$ cat src/rtl/indexed_max_heap_macros.svh
// Assertion macros used by the indexed max-heap datapath.
// Each macro expects signals named aclk and aresetn in the scope where it is used.
`ifndef INDEXED_MAX_HEAP_MACROS_SVH
`define INDEXED_MAX_HEAP_MACROS_SVH

// The consequent must hold in the same cycle as the antecedent.
`define IMH_ASSERT_IMPLY(lbl, ante, cons) \
    lbl: assert property (@(posedge aclk) disable iff (!aresetn) (ante) |-> (cons)) \
        else $error("indexed max heap: same-cycle check failed");

// The consequent must hold in the cycle after the antecedent.
`define IMH_ASSERT_NEXT(lbl, ante, cons) \
    lbl: assert property (@(posedge aclk) disable iff (!aresetn) (ante) |=> (cons)) \
        else $error("indexed max heap: next-cycle check failed");

`endif

$ cat src/rtl/imh_pkg.sv
// Shared types, sizes and codes for the indexed max-heap.
// This package has no dependencies.
package imh_pkg;

    localparam int HEAP_DEPTH = 1024;
    localparam int ID_BITS    = 16;
    localparam int KEY_BITS   = 20;
    localparam int POS_W      = $clog2(HEAP_DEPTH);
    localparam int CNT_W      = POS_W + 1;
    localparam int CHILD_W    = POS_W + 2;
    localparam int ID_SPACE   = 2 ** ID_BITS;
    localparam int TOTAL_W    = 11;
    localparam int S_TDATA_W  = 40;
    localparam int M_TDATA_W  = 32;

    typedef logic [KEY_BITS-1:0] key_t;
    typedef logic [ID_BITS-1:0]  id_t;
    typedef logic [POS_W-1:0]    pos_t;
    typedef logic [CNT_W-1:0]    cnt_t;
    typedef logic [CHILD_W-1:0]  child_t;

    typedef struct packed {
        key_t key;
        id_t  id;
    } slot_t;

    typedef enum logic [1:0] {
        REQ_INSERT  = 2'd0,
        REQ_EXTRACT = 2'd1,
        REQ_RAISE   = 2'd2,
        REQ_LOWER   = 2'd3
    } req_t;

    typedef enum logic [1:0] {
        ST_OK    = 2'd0,
        ST_EMPTY = 2'd1,
        ST_FULL  = 2'd2
    } status_t;

    typedef enum logic [3:0] {
        DP_NONE,
        DP_LATCH,
        DP_LD_INS,
        DP_RD_EXT,
        DP_LD_EXT,
        DP_RD_MAP,
        DP_RD_POS,
        DP_LD_ADJ,
        DP_RD_UP,
        DP_STEP_UP,
        DP_RD_DOWN,
        DP_STEP_DOWN,
        DP_FINISH
    } dp_op_t;

    typedef enum logic [3:0] {
        S_IDLE,
        S_DISPATCH,
        S_EXT_WAIT,
        S_MAP_WAIT,
        S_POS_WAIT,
        S_UP_RD,
        S_UP_CHK,
        S_DN_RD,
        S_DN_CHK,
        S_RESP
    } state_t;

    typedef struct packed {
        dp_op_t  op;
        logic    out_load;
        status_t out_status;
    } cmd_t;

    typedef struct packed {
        req_t req;
        logic full;
        logic empty;
        logic pos_live;
        logic hole_zero;
        logic up_go;
        logic dn_go;
        logic out_free;
    } stat_t;

endpackage

$ cat src/rtl/imh_ctrl.sv
// Controller of the indexed max-heap: sequences requests and sift steps through the datapath.
// Depends on imh_pkg.
module imh_ctrl import imh_pkg::*; (
    input  logic  aclk,
    input  logic  aresetn,
    input  logic  s_tvalid,
    output logic  s_tready,
    input  stat_t stat,
    output cmd_t  cmd
);

    state_t  state_reg, state_next;
    status_t resp_reg, resp_next;

    always_ff @(posedge aclk) begin
        if (!aresetn) begin
            state_reg <= S_IDLE;
            resp_reg  <= ST_OK;
        end else begin
            state_reg <= state_next;
            resp_reg  <= resp_next;
        end
    end

    always_comb begin
        state_next     = state_reg;
        resp_next      = resp_reg;
        cmd.op         = DP_NONE;
        cmd.out_load   = 1'b0;
        cmd.out_status = resp_reg;
        s_tready       = (state_reg == S_IDLE);

        unique case (state_reg)
            S_IDLE: begin
                if (s_tvalid) begin
                    cmd.op     = DP_LATCH;
                    resp_next  = ST_OK;
                    state_next = S_DISPATCH;
                end
            end
            S_DISPATCH: begin
                unique case (stat.req)
                    REQ_INSERT: begin
                        if (stat.full) begin
                            resp_next  = ST_FULL;
                            state_next = S_RESP;
                        end else begin
                            cmd.op     = DP_LD_INS;
                            state_next = S_UP_RD;
                        end
                    end
                    REQ_EXTRACT: begin
                        if (stat.empty) begin
                            resp_next  = ST_EMPTY;
                            state_next = S_RESP;
                        end else begin
                            cmd.op     = DP_RD_EXT;
                            state_next = S_EXT_WAIT;
                        end
                    end
                    REQ_RAISE, REQ_LOWER: begin
                        cmd.op     = DP_RD_MAP;
                        state_next = S_MAP_WAIT;
                    end
                    default: begin
                        state_next = S_RESP;
                    end
                endcase
            end
            S_EXT_WAIT: begin
                cmd.op     = DP_LD_EXT;
                state_next = S_DN_RD;
            end
            S_MAP_WAIT: begin
                if (stat.pos_live) begin
                    cmd.op     = DP_RD_POS;
                    state_next = S_POS_WAIT;
                end else begin
                    state_next = S_RESP;
                end
            end
            S_POS_WAIT: begin
                cmd.op     = DP_LD_ADJ;
                state_next = (stat.req == REQ_RAISE) ? S_UP_RD : S_DN_RD;
            end
            S_UP_RD: begin
                if (stat.hole_zero) begin
                    cmd.op     = DP_FINISH;
                    state_next = S_RESP;
                end else begin
                    cmd.op     = DP_RD_UP;
                    state_next = S_UP_CHK;
                end
            end
            S_UP_CHK: begin
                if (stat.up_go) begin
                    cmd.op     = DP_STEP_UP;
                    state_next = S_UP_RD;
                end else begin
                    cmd.op     = DP_FINISH;
                    state_next = S_RESP;
                end
            end
            S_DN_RD: begin
                cmd.op     = DP_RD_DOWN;
                state_next = S_DN_CHK;
            end
            S_DN_CHK: begin
                if (stat.dn_go) begin
                    cmd.op     = DP_STEP_DOWN;
                    state_next = S_DN_RD;
                end else begin
                    cmd.op     = DP_FINISH;
                    state_next = S_RESP;
                end
            end
            S_RESP: begin
                if (stat.out_free) begin
                    cmd.out_load = 1'b1;
                    state_next   = S_IDLE;
                end
            end
            default: begin
                state_next = S_IDLE;
            end
        endcase
    end

endmodule

$ cat config.mk
export PLATFORM = sky130hd
export DESIGN_NAME = imh_ctrl
export DESIGN_NICKNAME = d
export VERILOG_FILES = /design/src/rtl/indexed_max_heap_macros.svh /design/src/rtl/imh_pkg.sv /design/src/rtl/imh_ctrl.sv
export SDC_FILE = /design/constraint.sdc
export NUM_CORES = 1
export LEC_CHECK = 0
export BUFFER_PORTS_ARGS = -buffer_cell sky130_fd_sc_hd__buf_2
export CAP_MARGIN = 10
export CORE_MARGIN = 5
export CORE_UTILIZATION = 29
export DETAILED_ROUTE_END_ITERATION = 8
export GPL_TIMING_DRIVEN = 0
export PLACE_DENSITY = 0.46
export SYNTH_ARGS = -nofsm -noshare
export SYNTH_HDL_FRONTEND = slang
export SYNTH_SLANG_ARGS = --single-unit
$ cat constraint.sdc
create_clock -name aclk -period 2.8 [get_ports aclk]
set_input_delay 0.14 -clock aclk [delete_from_list [all_inputs] [get_ports aclk]]
set_output_delay 0.14 -clock aclk [all_outputs]
set_load 0.02 [all_outputs]
==> impl_summary.md <==
Status
The run finished with clean final reports.

Flow run
The number of maximum-capacitance constraint violations is 0.

Clock network
The clock-pin slew on the worst setup and hold paths is 0.04 ns. The source-to-sink clock delay at the later pin of the worst-skew pair is 0.24 ns. In this run the number of H-tree levels came out at 1. In this run the post-CTS setup repair buffer count came out at 0. The number of buffers added by the clock tree synthesis step is 3.

For this design, the sink count on the clock tree is 6. The cell at the root of the clock tree is sky130_fd_sc_hd__clkbuf_4. The number of gates resized after CTS is 0.

After clock tree synthesis, the flow added hold-fix buffers numbering 0. The maximum buffer depth of the clock tree is 2. The TritonCTS clock tree is yes.

GRT
The via count of the first global-routing pass is 679. The initial antenna violation count is 0. The total routing resource utilization after global routing is 0.117. The global-route wire length before repair is 3090 um. The pin count of the biggest net entering global routing is 11.

After global routing the overflow that remains totals 0.

Setup path
The number of cells on the worst reg-to-reg path is 5. Data arrives at the worst endpoint at 1.99 ns. The end of the worst register-to-register path is state_reg[2]$_SDFFE_PN0P_. The critical path in this run is classified as register to primary output.

The worst setup path is captured at a primary output. The reg2reg setup slack is 1.10 ns. The sort of element at the start of the critical path is a register. At the worst endpoint, the required time is 2.66 ns. The maximum fanout encountered on the critical timing path is 10. The startpoint identified for the worst register-to-register timing path is state_reg[1]$_SDFFE_PN0P_.

Routing
The remaining antenna violation count is 0. For this block, the routed nets add up to 1850 um of wire. In the detailed route, the total length drawn on met2 is 805 um. The first routing iteration left 26 violations.

After detailed routing, the average wire length per cell comes to 13.7 um. The routed via count is 736. In the routed design, unresolved DRC markers number 0. Wire segments on met3 add up to 125 um in the final route.

The topmost layer with routed signal wires is met3. The detail-routed via count per cell is 5.45. The routed length on met1 is 916 um.

The first detailed-routing pass ran for 4 iterations.

STA
The hold violation count in the final report was 0. Dividing the final minimum period by the clock period gives 0.762. The number of slew-limit violations in the final report is 0. In this run the tightest slew margin relative to its limit is 0.695. The number of failing setup endpoints in the final timing report is 0.

Timing would allow up to 0.468 GHz. Setup repair after global routing left no endpoint under its margin. Between clock sinks in the finished design, the worst skew comes to 0.00248 ns. The minimum period implied by the final worst setup slack is 2.13 ns. At the pin with the least slew margin, the transition time is 0.458 ns. Summed over all failing endpoints, the final setup total negative slack is 0 ns.

Final layout
In the final layout, the share of cells above drive strength 1 is 0.250. The flip-flop count of the largest register, all copies and words added is 4. Compared with the post-synthesis result, the final layout area differs by 24.0%. 0 antenna diodes ended up in the layout. The number of nets at the end of the flow is 122. For this run, the number of standard cells in the final layout without fillers is 135.

At the end of the flow the core is filled with cells to 0.387.

Synthesis
A synthesized cell averages 7.35 um2. Counting every net in the synthesized netlist gives 98. The number of warning messages in the yosys log is 0. The synthesized cell area is 632 um2. The distinct cell type count of the synthesized netlist is 40. The count of state elements after synthesis is 6.

The synthesized instance count is 86. Of the synthesized area, sequential elements account for 0.190.

Pwr
The switching power share of the total is 0.458. The worst vdd rail ir drop is 0.000269 V. In this run the static leakage power is 0.000323 uW. The share of total power dissipated in combinational logic is 0.677.

The cell internal power dissipation is 319 uW. In this run the power spent charging and discharging nets is 269 uW. The total power divided by cell area is 751 nW/um2. Of the total power, the clock network draws 0.131. Of the total power, registers draw 0.192.

Worst hold path
The worst hold path belongs to the class primary input to register. The hold path depth is 3. The start point of the worst hold path is stat[5]. The worst min-delay path endpoint is resp_reg[0]$_SDFFE_PN0P_.

Floorplanning
The number of top-level pins is 20. The area of the core region is 2020 um2. The initial utilization of the core area, before any placement, comes to 0.313. The number of placement rows is 16.

The die outline area is 3210 um2. The die is 56.7 um tall. The width of the die is 56.7 um.

Place
Port buffering added 19 buffers. The HPWL after detailed placement is 1450 um. The weighted congestion reported at the end of routability-driven placement is 0.762. The total placed cells including tap cells is 132.
[cells in the final DEF (no fill, tap or decap), types with 4 or more instances in the layout]
| master | instances |
|---|---|
| sky130_fd_sc_hd__inv_1 | 4 |
| sky130_fd_sc_hd__o21ai_0 | 8 |
| sky130_fd_sc_hd__nor2_1 | 4 |
| sky130_fd_sc_hd__nand2_1 | 5 |
| sky130_fd_sc_hd__clkbuf_1 | 5 |
| sky130_fd_sc_hd__dfxtp_1 | 6 |
| sky130_fd_sc_hd__nor2b_1 | 6 |
| sky130_fd_sc_hd__buf_2 | 19 |
[critical path, cell delays in order (launching register included)]
cell,delay (ns)
sky130_fd_sc_hd__dfxtp_1,0.33
sky130_fd_sc_hd__clkbuf_1,0.36
sky130_fd_sc_hd__buf_1,0.40
sky130_fd_sc_hd__a22oi_1,0.13
sky130_fd_sc_hd__o32a_1,0.19
sky130_fd_sc_hd__o21ai_0,0.16
sky130_fd_sc_hd__buf_2,0.19
[Yosys cell counts (all sizes together)]
| library cell | number | share of area |
|---|---|---|
| a21boi | 1 | 0.012 |
| and3b | 1 | 0.014 |
| a22oi | 3 | 0.036 |
| o32a | 1 | 0.016 |
| nand3b | 1 | 0.012 |
| o21ai | 9 | 0.071 |
| or4b | 1 | 0.022 |
| mux2 | 1 | 0.018 |
| dfxtp | 6 | 0.19 |
| nand2b | 3 | 0.042 |
| buf | 2 | 0.024 |
| a2bb2oi | 1 | 0.014 |
| o21bai | 1 | 0.012 |
| nand3 | 1 | 0.0079 |
| o22a | 2 | 0.028 |
| mux2i | 1 | 0.016 |
| o221ai | 1 | 0.014 |
| inv | 4 | 0.024 |
| o211a | 1 | 0.016 |
| a21o | 1 | 0.012 |
| nor4 | 2 | 0.020 |
| xnor2 | 1 | 0.014 |
| nor2b | 6 | 0.059 |
| nor3b | 2 | 0.024 |
| a31oi | 3 | 0.030 |
| o32ai | 2 | 0.028 |
| o211ai | 1 | 0.012 |
| nand2 | 5 | 0.030 |
| o221a | 1 | 0.018 |
| clkbuf | 5 | 0.030 |
| and2 | 3 | 0.030 |
| nor3 | 2 | 0.016 |
| or2b | 2 | 0.024 |
| or3 | 2 | 0.020 |
| nand4 | 1 | 0.0099 |
| a21oi | 2 | 0.016 |
| nor2 | 4 | 0.024 |
[through the flow]
step,cell area (um2),total power [uW],hold slack [ns],setup WS (ns)
floorplan,632,407,0.257,1.05
global placement,761,515,0.424,0.973
detailed placement,761,512,0.424,0.960
CTS,783,593,0.168,0.688
global route,783,641,0.180,0.482
finish,783,588,0.174,0.665
[final cells by class]
type	instances	area (um2)
plain buffers	7	33.8
clock buffers	3	22.5
fillers	240	1240
inverters	4	15.0
multi-input cells	69	463
flip-flops and latches	6	120
well taps	27	33.8
repair buffers	19	95.1
[cell families (layout without fill, tap and decap cells)]
kind of cell | count (synthesis) | count (layout) | share of synthesized area
DFF | 6 | 6 | 0.190
AOI/OAI and AO/OA | 30 | 30 | 0.333
buffers and inverters | 11 | 33 | 0.0772
and+or+nand+nor | 36 | 36 | 0.352
muxes | 2 | 2 | 0.0337
xor gates and xnor gates | 1 | 1 | 0.0139
[per-layer routing]
layer / vias to the layer above / global-route usage
met5: - / 0
met2: 30 / 0.177
met4: 0 / 0.0102
met1: 339 / 0.164
met3: 0 / 0.0413
li1: 367 / -
[power by group through the flow]
stage | clock network [uW] | logic, uW | registers [uW]
CTS | 81.0 | 400 | 113
finish | 77.0 | 398 | 113
floorplan | 0 | 294 | 113
detailed placement | 0 | 398 | 114
global route | 88.5 | 438 | 115
global placement | 0 | 400 | 114
[worst max path at each step]
stage,startpoint,to,slack (ns),cells past startpoint
after floorplan,state_reg[2]$_SDFFE_PN0P_,cmd[3],1.05,5
after global placement,state_reg[0]$_SDFFE_PN0P_,cmd[2],0.97,5
after detailed placement,state_reg[2]$_SDFFE_PN0P_,cmd[3],0.96,6
after CTS,state_reg[2]$_SDFFE_PN0P_,cmd[3],0.69,6
after global routing,state_reg[2]$_SDFFE_PN0P_,cmd[3],0.48,6
final,state_reg[2]$_SDFFE_PN0P_,cmd[3],0.67,6
No activity file was read; power rests on OpenSTA's default activity.
